[src/sv/bpd_pkg.sv]
`timescale 1ns / 1ps

package bpd_pkg;

	// field limits
	localparam int MAX_FIELD_BITS = 32;
	localparam int POSITION_WIDTH = 32;

	// delta code layout
	localparam int SHORT_DELTA_BITS = 7;
	localparam int LONG_BASE        = 8;
	localparam int LEN_CODE_BITS    = 4;
	localparam int LONG_EXTRA_MAX   = 15;
	localparam int MAX_DELTA_BITS   = SHORT_DELTA_BITS + LONG_EXTRA_MAX;

	// elements one item can produce
	localparam int MAX_ELEMS = 4;

	// action codes
	localparam logic [1:0] ACT_BITS  = 2'd0;
	localparam logic [1:0] ACT_POS   = 2'd1;
	localparam logic [1:0] ACT_FLUSH = 2'd2;

	// element kinds
	localparam logic [1:0] KIND_BITS = 2'd0;
	localparam logic [1:0] KIND_MARK = 2'd1;
	localparam logic [1:0] KIND_ERR  = 2'd2;

	typedef struct packed {
		logic [1:0]  action;
		logic [31:0] bits_value;
		logic [5:0]  bit_count;
		logic [31:0] position;
		logic        prev_valid;
		logic [31:0] prev_position;
	} item_t;

	typedef struct packed {
		logic [1:0]  kind;
		logic [7:0]  bits;
		logic [3:0]  count;
		logic [31:0] pos;
	} elem_t;

	// all elements of one item, handed from the packer to the output queue
	typedef struct packed {
		logic [2:0]                  cnt;
		elem_t [MAX_ELEMS-1:0]       elem;
	} burst_t;

endpackage

[src/sv/bpd_if.sv]
`timescale 1ns / 1ps

// input item channel
interface bpd_in_if;
	logic        valid;
	logic        ready;
	logic [1:0]  action;
	logic [31:0] bits_value;
	logic [5:0]  bit_count;
	logic [31:0] position;
	logic        prev_valid;
	logic [31:0] prev_position;

	modport source (
		output valid, action, bits_value, bit_count, position, prev_valid, prev_position,
		input  ready
	);
	modport sink (
		input  valid, action, bits_value, bit_count, position, prev_valid, prev_position,
		output ready
	);
endinterface

// result element channel
interface bpd_out_if;
	logic        valid;
	logic        ready;
	logic [1:0]  element_kind;
	logic [7:0]  element_bits;
	logic [3:0]  element_count;
	logic [31:0] marker_position;
	logic        last_of_run;

	modport source (
		output valid, element_kind, element_bits, element_count, marker_position,
		       last_of_run,
		input  ready
	);
	modport sink (
		input  valid, element_kind, element_bits, element_count, marker_position,
		       last_of_run,
		output ready
	);
endinterface

[src/sv/bpd_packer.sv]
`timescale 1ns / 1ps

module bpd_packer import bpd_pkg::*; (
	input  logic   clk,
	input  logic   arst_n,
	input  logic   in_valid,
	output logic   in_ready,
	input  item_t  in_item,
	input  logic   load_ok,
	output logic   load,
	output burst_t burst
);

	logic        valid_s1;
	item_t       item_s1;
	logic [7:0]  partial_q;
	logic [2:0]  used_q;

	logic        advance;
	logic [7:0]  partial_d;
	logic [2:0]  used_d;

	// field to append
	logic        do_pack;
	logic [31:0] fv;
	logic [5:0]  fn;

	// delta decode
	logic [POSITION_WIDTH-1:0] delta;
	logic [31:0] dmag;
	logic        bad_delta;
	logic        short_delta;
	logic [4:0]  dlen;

	// packing window
	logic [31:0] fmask;
	logic [39:0] win;
	logic [39:0] win_rest;
	logic [5:0]  shamt;
	logic [5:0]  total;
	logic [2:0]  nbytes;

	// input register
	assign advance  = valid_s1 && ((burst.cnt == 3'd0) || load_ok);
	assign in_ready = !valid_s1 || advance;
	assign load     = advance && (burst.cnt != 3'd0);

	always_ff @(posedge clk or negedge arst_n) begin
		if (!arst_n) begin
			valid_s1 <= 1'b0;
		end else if (in_ready) begin
			valid_s1 <= in_valid;
		end
	end

	always_ff @(posedge clk) begin
		if (in_ready && in_valid) begin
			item_s1 <= in_item;
		end
	end

	// delta and its code length
	always_comb begin
		delta       = item_s1.position[POSITION_WIDTH-1:0]
		            - item_s1.prev_position[POSITION_WIDTH-1:0];
		dmag        = 32'(delta[POSITION_WIDTH-2:0]);
		bad_delta   = (delta == '0) || delta[POSITION_WIDTH-1] ||
		              (|dmag[31:MAX_DELTA_BITS]);
		short_delta = (dmag[31:SHORT_DELTA_BITS] == '0);
		dlen        = 5'(LONG_BASE);
		for (int i = SHORT_DELTA_BITS; i < MAX_DELTA_BITS; i++) begin
			if (dmag[i]) dlen = 5'(i + 1);
		end
	end

	// pick the field to append
	always_comb begin
		do_pack = 1'b0;
		fv      = '0;
		fn      = '0;
		case (item_s1.action)
			ACT_BITS: begin
				do_pack = 1'b1;
				fv      = item_s1.bits_value;
				fn      = (item_s1.bit_count > 6'(MAX_FIELD_BITS)) ?
				          6'(MAX_FIELD_BITS) : item_s1.bit_count;
			end
			ACT_POS: begin
				if (item_s1.prev_valid && !bad_delta) begin
					do_pack = 1'b1;
					if (short_delta) begin
						fv = {24'b0, 1'b0, dmag[SHORT_DELTA_BITS-1:0]};
						fn = 6'(SHORT_DELTA_BITS + 1);
					end else begin
						fv = (32'd1 << (dlen + 5'(LEN_CODE_BITS)))
						   | (32'(dlen - 5'(LONG_BASE)) << dlen)
						   | dmag;
						fn = 6'(dlen) + 6'(LEN_CODE_BITS + 1);
					end
				end
			end
			default: begin
			end
		endcase
	end

	// MSB-aligned window: pending bits then the new field
	always_comb begin
		fmask    = 32'((64'd1 << fn) - 64'd1);
		total    = 6'(used_q) + fn;
		shamt    = 6'd40 - total;
		win      = {partial_q, 32'b0} | (({8'b0, fv & fmask}) << shamt);
		nbytes   = total[5:3];
		win_rest = win << {nbytes, 3'b0};
	end

	// element list and next state
	always_comb begin
		burst     = '0;
		partial_d = partial_q;
		used_d    = used_q;
		if (do_pack) begin
			burst.cnt = nbytes;
			for (int i = 0; i < MAX_ELEMS; i++) begin
				if (3'(i) < nbytes) begin
					burst.elem[i].kind  = KIND_BITS;
					burst.elem[i].bits  = win[39-8*i -: 8];
					burst.elem[i].count = 4'd8;
				end
			end
			partial_d = win_rest[39:32];
			used_d    = total[2:0];
		end else begin
			case (item_s1.action)
				ACT_POS: begin
					if (item_s1.prev_valid) begin
						// bad delta: error only, state kept
						burst.elem[0].kind = KIND_ERR;
						burst.cnt          = 3'd1;
					end else begin
						if (used_q != 3'd0) begin
							burst.elem[0].kind  = KIND_BITS;
							burst.elem[0].bits  = partial_q;
							burst.elem[0].count = {1'b0, used_q};
							burst.elem[1].kind  = KIND_MARK;
							burst.elem[1].pos   =
								32'(item_s1.position[POSITION_WIDTH-1:0]);
							burst.cnt           = 3'd2;
						end else begin
							burst.elem[0].kind = KIND_MARK;
							burst.elem[0].pos  =
								32'(item_s1.position[POSITION_WIDTH-1:0]);
							burst.cnt          = 3'd1;
						end
						partial_d = '0;
						used_d    = '0;
					end
				end
				ACT_FLUSH: begin
					if (used_q != 3'd0) begin
						burst.elem[0].kind  = KIND_BITS;
						burst.elem[0].bits  = partial_q;
						burst.elem[0].count = {1'b0, used_q};
						burst.cnt           = 3'd1;
					end
					partial_d = '0;
					used_d    = '0;
				end
				default: begin
				end
			endcase
		end
	end

	// partial byte state
	always_ff @(posedge clk or negedge arst_n) begin
		if (!arst_n) begin
			partial_q <= '0;
			used_q    <= '0;
		end else if (advance) begin
			partial_q <= partial_d;
			used_q    <= used_d;
		end
	end

endmodule

[src/sv/bpd_outq.sv]
`timescale 1ns / 1ps

module bpd_outq import bpd_pkg::*; (
	input  logic   clk,
	input  logic   arst_n,
	input  logic   load,
	input  burst_t burst,
	output logic   load_ok,
	output logic   out_valid,
	input  logic   out_ready,
	output elem_t  out_elem,
	output logic   out_last
);

	elem_t [MAX_ELEMS-1:0] q_q;
	logic [2:0]            cnt_q;
	logic                  take;

	assign out_valid = (cnt_q != 3'd0);
	assign take      = out_valid && out_ready;
	assign load_ok   = (cnt_q == 3'd0) || ((cnt_q == 3'd1) && take);
	assign out_elem  = q_q[0];
	assign out_last  = (cnt_q == 3'd1);

	// fill count
	always_ff @(posedge clk or negedge arst_n) begin
		if (!arst_n) begin
			cnt_q <= '0;
		end else if (load) begin
			cnt_q <= burst.cnt;
		end else if (take) begin
			cnt_q <= cnt_q - 3'd1;
		end
	end

	// element slots, head at slot 0
	always_ff @(posedge clk) begin
		if (load) begin
			q_q <= burst.elem;
		end else if (take) begin
			for (int i = 0; i < MAX_ELEMS - 1; i++) begin
				q_q[i] <= q_q[i+1];
			end
			q_q[MAX_ELEMS-1] <= '0;
		end
	end

endmodule

[src/sv/bit_packer_with_delta_positions.sv]
`timescale 1ns / 1ps
// An item is held in the input register, then its results load into the output queue.
// Throughput: one result beat per cycle while the output is ready; an item's results
// (at most four) wait in the output queue, which holds one item's beats.
// Items with one or no result are taken every cycle while the output is ready.
// Reset (arst_n low): partial byte and bit count cleared, pipeline and queue emptied.

module bit_packer_with_delta_positions import bpd_pkg::*; (
	input  logic      clk,
	input  logic      arst_n,
	bpd_in_if.sink    items,
	bpd_out_if.source elements
);

	item_t  in_item;
	burst_t burst;
	logic   load;
	logic   load_ok;
	elem_t  out_elem;
	logic   out_last;

	assign in_item.action        = items.action;
	assign in_item.bits_value    = items.bits_value;
	assign in_item.bit_count     = items.bit_count;
	assign in_item.position      = items.position;
	assign in_item.prev_valid    = items.prev_valid;
	assign in_item.prev_position = items.prev_position;

	bpd_packer u_packer (
		.clk      (clk),
		.arst_n   (arst_n),
		.in_valid (items.valid),
		.in_ready (items.ready),
		.in_item  (in_item),
		.load_ok  (load_ok),
		.load     (load),
		.burst    (burst)
	);

	bpd_outq u_outq (
		.clk       (clk),
		.arst_n    (arst_n),
		.load      (load),
		.burst     (burst),
		.load_ok   (load_ok),
		.out_valid (elements.valid),
		.out_ready (elements.ready),
		.out_elem  (out_elem),
		.out_last  (out_last)
	);

	assign elements.element_kind    = out_elem.kind;
	assign elements.element_bits    = out_elem.bits;
	assign elements.element_count   = out_elem.count;
	assign elements.marker_position = out_elem.pos;
	assign elements.last_of_run     = out_last;

endmodule
[src/flat_wrapper.sv]
// flat-port wrapper written by rule: the top's interface ports become plain ports
module bit_packer_with_delta_positions_flat import bpd_pkg::*;
  (clk, arst_n, items_valid, items_action, items_bits_value, items_bit_count, items_position, items_prev_valid, items_prev_position, items_ready, elements_valid, elements_element_kind, elements_element_bits, elements_element_count, elements_marker_position, elements_last_of_run, elements_ready);
  bpd_in_if items_i ();
  bpd_out_if elements_i ();
  input  logic clk;
  input  logic arst_n;
  input wire logic [$bits(items_i.valid)-1:0] items_valid;
  input wire logic [$bits(items_i.action)-1:0] items_action;
  input wire logic [$bits(items_i.bits_value)-1:0] items_bits_value;
  input wire logic [$bits(items_i.bit_count)-1:0] items_bit_count;
  input wire logic [$bits(items_i.position)-1:0] items_position;
  input wire logic [$bits(items_i.prev_valid)-1:0] items_prev_valid;
  input wire logic [$bits(items_i.prev_position)-1:0] items_prev_position;
  output wire logic [$bits(items_i.ready)-1:0] items_ready;
  output wire logic [$bits(elements_i.valid)-1:0] elements_valid;
  output wire logic [$bits(elements_i.element_kind)-1:0] elements_element_kind;
  output wire logic [$bits(elements_i.element_bits)-1:0] elements_element_bits;
  output wire logic [$bits(elements_i.element_count)-1:0] elements_element_count;
  output wire logic [$bits(elements_i.marker_position)-1:0] elements_marker_position;
  output wire logic [$bits(elements_i.last_of_run)-1:0] elements_last_of_run;
  input wire logic [$bits(elements_i.ready)-1:0] elements_ready;
  assign items_i.valid = items_valid;
  assign items_i.action = items_action;
  assign items_i.bits_value = items_bits_value;
  assign items_i.bit_count = items_bit_count;
  assign items_i.position = items_position;
  assign items_i.prev_valid = items_prev_valid;
  assign items_i.prev_position = items_prev_position;
  assign items_ready = items_i.ready;
  assign elements_valid = elements_i.valid;
  assign elements_element_kind = elements_i.element_kind;
  assign elements_element_bits = elements_i.element_bits;
  assign elements_element_count = elements_i.element_count;
  assign elements_marker_position = elements_i.marker_position;
  assign elements_last_of_run = elements_i.last_of_run;
  assign elements_i.ready = elements_ready;
  bit_packer_with_delta_positions u_core (.clk(clk), .arst_n(arst_n), .items(items_i), .elements(elements_i));
endmodule
[config.mk]
export PLATFORM = sky130hd
export DESIGN_NAME = bit_packer_with_delta_positions_flat
export DESIGN_NICKNAME = d
export VERILOG_FILES = /design/src/sv/bpd_pkg.sv /design/src/sv/bpd_if.sv /design/src/sv/bpd_packer.sv /design/src/sv/bpd_outq.sv /design/src/sv/bit_packer_with_delta_positions.sv /design/src/flat_wrapper.sv
export SDC_FILE = /design/constraint.sdc
export NUM_CORES = 1
export LEC_CHECK = 0
export BUFFER_PORTS_ARGS = -buffer_cell sky130_fd_sc_hd__buf_4
export CORE_MARGIN = 3
export CORE_UTILIZATION = 40
export DETAILED_ROUTE_END_ITERATION = 16
export PLACE_DENSITY = 0.55
export SETUP_SLACK_MARGIN = 0.1
export SYNTH_ARGS = -nofsm -noshare
export SYNTH_HDL_FRONTEND = slang
export SYNTH_SLANG_ARGS = --single-unit
[constraint.sdc]
create_clock -name clk -period 22.5 [get_ports clk]
set_input_delay 1.125 -clock clk [delete_from_list [all_inputs] [get_ports clk]]
set_output_delay 1.125 -clock clk [all_outputs]
set_load 0.02 [all_outputs]
==> results.md, run 1 <==
Die:
- The area of the core region is 41400 um^2.
- For this design the top-level I/O count stands at 158.
- In this run the vertical extent of the chip is 212 um.
- The die footprint is 45000 um^2.
- The die is 212 um wide.
- Row generation in the floorplan step produced 74 rows.
- The starting density of the core is 41.1%.

Critical path:
- At the worst endpoint, the required time is 22.97 ns.
- The standard cell with the maximum stage delay on the critical path is or3_1.
- The startpoint of the worst register-to-register path is u_core.u_packer.item_s1[33].
- The kind of end point of the critical path is a register.
- At the worst endpoint, the arrival time is 10.21 ns.
- The most frequent cell on the critical path is inv_1.
- The critical path in this run is classified as reg2reg.
- The maximum fanout count along the critical path is 19.
- The critical path launch point type is a register.
- The largest single stage delay on the critical path is 0.68 ns.
- The most critical setup path has its startpoint at u_core.u_packer.item_s1[33].

Timing:
- The worst slew margin relative to its limit is 20.6%.
- The smallest clock period supported by the final layout is computed as 9.74 ns.
- Setup violations remaining at the end of the flow were counted as 0.
- The number of pins with negative max-slew slack in the final report came to 0.
- The timing-limited maximum frequency is 103 MHz.
- At the pin with the least slew margin, the transition time is 1.19 ns.
- The setup clock skew after layout is 0.0179 ns.
- Of the available clock period, the critical path in the final layout requires 43.3%.
- The final hold violation count was 0.
- The hold slack is 0.433 ns.
- Setup repair after global routing left no endpoint under its margin.
- The total negative slack is 0 ns.

Global route:
- The via count of the first global-routing pass is 14392.
- The largest net degree at the start of global routing is 69.
- The first-pass GRT wire length is 92300 um.
- The initial antenna violation count was 0.
- The total overflow left after global routing is 0.
- Global routing used 26.6% of the available tracks.

Power and ir drop:
- The leakage power of the design is 7.16 nW.
- The internal power of the cells is 1.11 mW.
- The combinational cell fraction of total power is 47.5%.
- VDD sags by at most 0.0839 mV.
- The sequential cell fraction of total power is 30.8%.
- The part of the total power dissipated in the clock network is 21.7%.
- Net switching is 42.4% of the power.
- The power density over the cells is 100 nW/um^2.
- The net switching power of the design is 0.815 mW.

Place:
- In this run the tool buffered the top-level ports with 157 buffer cells.
- Routability-driven placement finished with a final weighted congestion of 1.01.
- The standard cell area after detailed placement is 18400 um^2.
- The detailed placer's ending HPWL is 46900 um.

Clock tree:
- The total setup buffers inserted after CTS is 0.
- The clock sink count is 226.
- CTS placed an instance of clkbuf_16 at the clock tree root.
- The total CTS buffers is 26.
- No sink is reached through more buffers than the 3 on the longest clock path.
- The count of hold-fix buffers inserted at cts is 0.
- The number of cells upsized or downsized after cts is 0.
- In this run the number of H-tree levels came out at 1.
- The TritonCTS clock tree is built.
- The later pin in the worst-skew pair is clocked with a latency of 0.56 ns.
- The clock edge transition at the registers on the reported setup and hold paths is 0.06 ns.

Synthesis:
- The portion of synthesized cell area occupied by the leading cell type is 37.3%.
- The synthesized netlist occupies a cell area of 17000 um^2.
- The netlist uses 115 different library cells.
- The commonest cells after synthesis are edfxtp_1 (211), nand2_1 (185), nor2_1 (131).
- By area, the combinational part of the netlist is dominated by compound AO/OA/AOI/OAI gates.
- The total of flip-flops plus latches after synthesis is 226.
- The average size of a mapped cell is 9.30 um^2.
- The multiplexer share of the synthesized area is 2.89%.
- Summed over all instances, the cell type with the most area after synthesis is edfxtp_1.
- The compound-cell area share of the yosys netlist is 27.4%.
- The synthesized-area fraction occupied by and/or/nand/nor cells is 18.3%.
- Counting flops with an async set or reset pin after synthesis yields a share of 6.64%.
- Sequential elements use 39.5% of the synthesized area.
- The leading cell type by number of instances after synthesis is edfxtp_1.
- The arithmetic-cell share of the synthesized area counting full adders, half adders and majority gates is 3.80%.
- The xor/xnor share of the synthesized area is 1.99%.
- Synthesis produced a netlist with a net count of 1988.
- The count of yosys warnings during synthesis is 0.
- The synthesized design contains 211 enable-type register cells.
- In the synthesized netlist, the number of instances is 1828.
- The primary flip-flop cell chosen by synthesis mapping is edfxtp_1.
- Sorting the synthesized cells by area gives the leading types as edfxtp_1 (37%), nand2_1 (4.1%), ha_1 (3.7%).

Route:
- The first-pass detailed-route iteration total is 8.
- The detailed router put a total of 29500 um of wire on met1.
- The ratio of routed vias to standard cells is 6.39.
- The total via count in the routed design is 15591.
- The met2 layer wire length in the routed design is 25300 um.
- The wire length per cell is 25.3 um.
- The detailed-route wire length is 61800 um.
- After detailed routing, the number of remaining DRC violations is 0.
- Wire segments on met3 add up to 5100 um in the final route.
- In this run the remaining antenna-violating nets after routing total 0.
- Signal routing reaches up to met4.
- The number of design-rule violations left by the first detailed-router iteration is 1918.

Finish:
- The number of inserted diodes is 0.
- The finished cells cover 19200 um^2.
- Cells with a size suffix above 1 make up 17.7% of the layout.
- Compared with the post-synthesis result, the final layout area differs by 12.9%.
- In the final design database the tool counted 2051 nets.

Status:
- The run finished with clean final reports.

Job:
- Max-cap violations in this run came to 0.

Worst hold path:
- In this run the worst hold path is classified as in2async.
[cells in the final DEF (no fill, tap or decap), types with 10 or more instances in the layout]
cell	count
nand2_1	184
and2_1	49
inv_1	65
o21ai_0	102
mux2_2	14
a31o_2	13
o211ai_1	27
nor4_1	10
ha_1	50
nand2b_1	18
mux2i_1	25
or2_2	13
a31oi_1	29
a221oi_1	10
o22ai_1	11
and3_1	18
a21oi_1	102
o31ai_1	16
buf_4	186
o21ai_1	13
o21a_1	16
edfxtp_1	211
a21o_1	28
a22o_1	56
a211oi_1	29
nand3_1	48
nor3_1	38
xnor2_1	23
a22oi_1	21
clkbuf_16	26
nand4_1	26
or4_1	13
nor2_1	131
or3_1	15
dfrtp_1	15
[sequential cells by signal, indices dropped and copies added, names as in the netlist]
name                       cells
u_core.u_packer.used_q         3
u_core.u_outq.cnt_q            3
u_core.u_packer.item_s1      105
u_core.u_packer.valid_s1       1
u_core.u_packer.partial_q      8
u_core.u_outq.q_q             60
u_core.u_outq.out_elem        46
[routing by layer]
layer	up-vias	GRT usage (%)
met1	7592	41.4
met3	118	4.37
li1	7123	-
met4	0	7.46
met5	-	0
met2	758	37.9
[worst max-delay path, delay by kind of cell (launching register included)]
family          cells  cell delay, ns
simple gates       10            3.40
compound gates     11            2.86
buf+inv             6            1.34
fa+ha+maj           4            1.24
xor+xnor            1            0.40
flops               1            0.39
[worst paths after layout]
kind                                                endpoint  slack, ns  cells after the start
worst max-delay path            u_core.u_packer.partial_q[2]      12.76                     32
worst min-delay path                  u_core.u_outq.cnt_q[2]       0.43                      1
worst max register to register  u_core.u_packer.partial_q[2]      12.76                     32
worst min register to register    u_core.u_outq.out_elem[44]       0.52                      1
max in group asynchronous       u_core.u_packer.partial_q[3]      21.86                      1
min in group clk                  u_core.u_outq.out_elem[44]       0.52                      1
[metrics by stage]
stage | worst slack (ns) | std cells | util [%] | total power, mW
after floorplan | 13.38 | 1828 | - | 1.21
after global placement | 13.06 | 2395 | 44.4 | 1.50
after detailed placement | 13.03 | 2395 | 44.4 | 1.49
after CTS | 12.98 | 2440 | 46.4 | 1.91
after global routing | 12.23 | 2440 | 46.4 | 2.02
final | 12.76 | 2440 | 46.4 | 1.92
[cells by family after synthesis]
| family | Yosys count |
|---|---|
| AO/OA/AOI/OAI | 633 |
| AND/OR/NAND/NOR | 618 |
| flip-flops | 226 |
| buffers and inverters | 220 |
| adder cells (fa/ha/maj) | 51 |
| multiplexers | 43 |
| XOR/XNOR | 37 |
[layout make-up]
class                   instances  area [um^2]
fillers                      4062        22200
well taps                     532          666
flip-flops and latches        226         6710
inverters                      69          259
clock buffers                  31          669
repair buffers                186         1400
clock inverters                14          160
multi-input cells            1382         9340
[power groups by stage]
stage / Combinational [mW] / Clock, mW / Sequential, mW
after floorplan: 0.621 / 0 / 0.592
final: 0.911 / 0.417 / 0.592
after CTS: 0.894 / 0.428 / 0.593
after detailed placement: 0.889 / 0 / 0.600
after global routing: 0.976 / 0.444 / 0.599
after global placement: 0.901 / 0 / 0.599
Power figures use the tool's default switching activity.
==> run 2, diff against run 1 <==
Settings changed: PLACE_DENSITY 0.55 to 0.58.
Clock period 22.5 ns to 8.2 ns, I/O delays scaled along.
==> run 2 against run 1 <==
Cell count increased by 3.9%; die area unchanged; worst setup slack worse by 12 ns; combinational power rose to 3.1 times the previous value; highest routed layer unchanged.
==> results.md, run 2 (synthesis gave the netlist of run 1 again) <==
Critical path:
- The required time at the endpoint of the critical path is 8.65 ns (was 22.97 ns).
- The most frequent cell on the critical path was ha_1 (was inv_1).
- The maximum fanout count along the critical path is 13 (was 19).
- The standard cell with the maximum stage delay on the critical path is or4_1 (was or3_1).
- The critical path launch point type is a register (unchanged).
- The stage delay of the slowest cell on the critical path was 0.51 ns (was 0.68 ns).
- The worst-case reg-to-reg path depth is 30 (was 32).
- The data arrival time of the critical path came to 8.31 ns (was 10.21 ns).
- The category of the critical setup timing path is reg2reg (unchanged).
- The kind of end point of the critical path is a register (unchanged).
- The setup slack of the worst register-to-register path is 0.34 ns (was 12.76 ns).
- The startpoint of the worst register-to-register path is u_core.u_packer.item_s1[33] (unchanged).
- The endpoint of the lowest-slack register-to-register path is u_core.u_packer.partial_q[2] (unchanged).

Timing:
- The total negative slack is 0 ns (unchanged).
- The setup violation total in the final timing report is 0 (unchanged).
- The timing-limited maximum frequency is 127 MHz (was 103 MHz).
- The number of pins with negative max-slew slack in the final report is 0 (unchanged).
- The final critical delay including setup and external delays is 7.86 ns (was 9.74 ns).
- The final hold violation count is 0 (unchanged).
- The measured slew at the worst slew-check pin came to 1.02 ns (was 1.19 ns).
- The ratio of final minimum period to clock period is 95.8% (was 43.3%).
- The setup clock skew after layout is 0.0151 ns (was 0.0179 ns).
- Setup repair after global routing missed its margin: yes (was no).
- The worst slew margin relative to its limit came to 31.1% (was 20.6%).

Worst hold path:
- The class of the most critical hold timing path is in2reg (was in2async).
- In this run the most critical hold path is launched from items_position[11].
- Along the worst hold path, the cell count comes to 1.
- The destination of the worst hold path is u_core.u_packer.item_s1[44].

Finish:
- Most frequent cells in the layout: buf_4 (267), edfxtp_1 (211), nand2_1 (184), nor2_1 (131), a21oi_1 (102) (was edfxtp_1 (211), buf_4 (186), nand2_1 (184), nor2_1 (131)).
- The non-filler instance count after layout came to 2535 (was 2440).
- The share of cells above drive strength 1 is 21.9% (was 17.7%).
- The commonest non-fill, non-tap cell in the layout is buf_4 (was edfxtp_1).
- The area growth from synthesis to final layout was 18.5% (was 12.9%).
- The layout net count is 2143 (was 2051).
- The share of the core filled with cells is 48.7% (was 46.4%).
- The register bank with the most flops is u_core.u_packer.item_s1 (unchanged).
- The number of flip-flops under the largest register name is 105 (unchanged).
- The cell area after layout is 20100 um^2 (was 19200 um^2).

Global route:
- The total overflow reported by the global router was 0 (unchanged).
- The largest net degree at the start of global routing is 55 (was 69).
- The initial antenna violation count came to 1 (was 0).
- The first-pass GRT wire length is 97400 um (was 92300 um).
- The via count of the first global-routing pass is 14868 (was 14392).
- The global-route usage over all layers was 28.3% (was 26.6%).

Clock tree:
- The buffer type at the clock tree root is clkbuf_16 (unchanged).
- The clock sink count is 226 (unchanged).
- The clock insertion delay at the later pin of the skew report is 0.55 ns (was 0.56 ns).
- The number of buffers between clock root and the deepest sink is 3 (unchanged).
- The clock edge transition at the registers on the reported setup and hold paths was 0.06 ns (about the same).
- The maximum level of the CTS H-tree is 1 (unchanged).
- The total CTS buffers is 25 (was 26).
- The TritonCTS clock tree was built (unchanged).

Status:
- Result of the run: finished, final reports clean (unchanged).

Power and ir drop:
- The peak supply drop is 0.178 mV (was 0.0839 mV).
- The power density over the cells is 278 nW/um^2 (was 100 nW/um^2).
- The leakage power of the design is 7.69 nW (was 7.16 nW).

Job:
- The reported max-cap violation count is 0 (unchanged).

Place:
- The count of input and output buffers came to 157 (unchanged).
- The detailed placer's ending HPWL is 50800 um (was 46900 um).
- The instance count after placement with tap cells included is 2479 (was 2395).
- The final RePlAce weighted congestion is 0.987 (was 1.01).
- The standard cell area after detailed placement is 19100 um^2 (was 18400 um^2).

Die:
- The die footprint is 45000 um^2 (unchanged).
- The number of cell rows is 74 (unchanged).
- The starting density of the core was 41.1% (unchanged).
- The area of the core region was 41400 um^2 (unchanged).
- The die span in x was 212 um (unchanged).
- The vertical die dimension is 212 um (unchanged).
- The number of top-level design ports is 158 (unchanged).

Route:
- The detailed-route wire length is 65200 um (was 61800 um).
- The total via count in the routed design was 16015 (was 15591).
- The number of remaining DRC errors is 0 (unchanged).
- The number of design-rule violations left by the first detailed-router iteration is 1918 (unchanged).
- The first-pass detailed-route iteration total is 5 (was 8).
- The ratio of routed vias to standard cells came to 6.32 (was 6.39).
- The wire length per cell was 25.7 um (was 25.3 um).
- The number of nets with antenna violations after routing was 0 (unchanged).
run 2: layout make-up:
cell class / count / area (um^2)
Antenna cell: 1 / 2.50
Clock buffer: 29 / 641
Clock inverter: 17 / 228
Fill cell: 3886 / 21200
Inverter: 69 / 259
Multi-Input combinational cell: 1382 / 9410
Sequential cell: 226 / 6710
Tap cell: 532 / 666
Timing Repair Buffer: 279 / 2230
run 2: how the worst max path moves through the flow:
stage	start	end	slack, ns	cells after the start
2_1_floorplan	u_core.u_packer.item_s1[33]	u_core.u_outq.out_elem[0]	0.14	28
3_3_place_gp	u_core.u_packer.item_s1[33]	u_core.u_packer.partial_q[4]	0.23	27
3_5_place_dp	u_core.u_packer.item_s1[33]	u_core.u_packer.partial_q[0]	0.20	29
4_1_cts	u_core.u_packer.item_s1[33]	u_core.u_packer.partial_q[0]	0.18	29
5_1_grt	u_core.u_packer.item_s1[33]	u_core.u_outq.out_elem[38]	0.02	29
6_report	u_core.u_packer.item_s1[33]	u_core.u_packer.partial_q[2]	0.34	30
run 2: routing by layer:
layer | vias up | routed length, um | global-route usage, %
li1 | 7318 | - | -
met1 | 7828 | 31000 | 44.3
met2 | 765 | 27100 | 40.7
met3 | 104 | 5170 | 3.97
met4 | 0 | 1840 | 7.18
met5 | - | 0 | 0
run 2: what timing repair did:
action	CTS	global route
setup endpoints to repair	0	250
resized for setup	0	20
hold buffers	1	0
buffers inserted	0	8
hold endpoints to repair	15	0
run 2: worst max-delay path: cells and delay by family, from the launching register on:
kind	cells	cell delay, ns
simple gates	7	1.96
flops	1	0.39
fa+ha+maj	4	1.20
buf+inv	4	0.65
compound gates	12	2.63
xor+xnor	3	0.89
run 2: where the power goes:
part | switching (mW) | internal (mW)
Sequential | 0.0896 | 1.53
Clock | 0.465 | 0.722
Combinational | 1.79 | 0.987
Total | 2.35 | 3.24
run 2: through the flow:
step / total power [mW] / hold WS [ns] / setup WS (ns)
finish: 5.59 / 0.0305 / 0.344
global route: 5.87 / 0.00666 / 0.0154
detailed placement: 4.32 / 0.295 / 0.199
CTS: 5.53 / 0.000622 / 0.182
global placement: 4.35 / 0.300 / 0.229
floorplan: 3.32 / 0.114 / 0.142
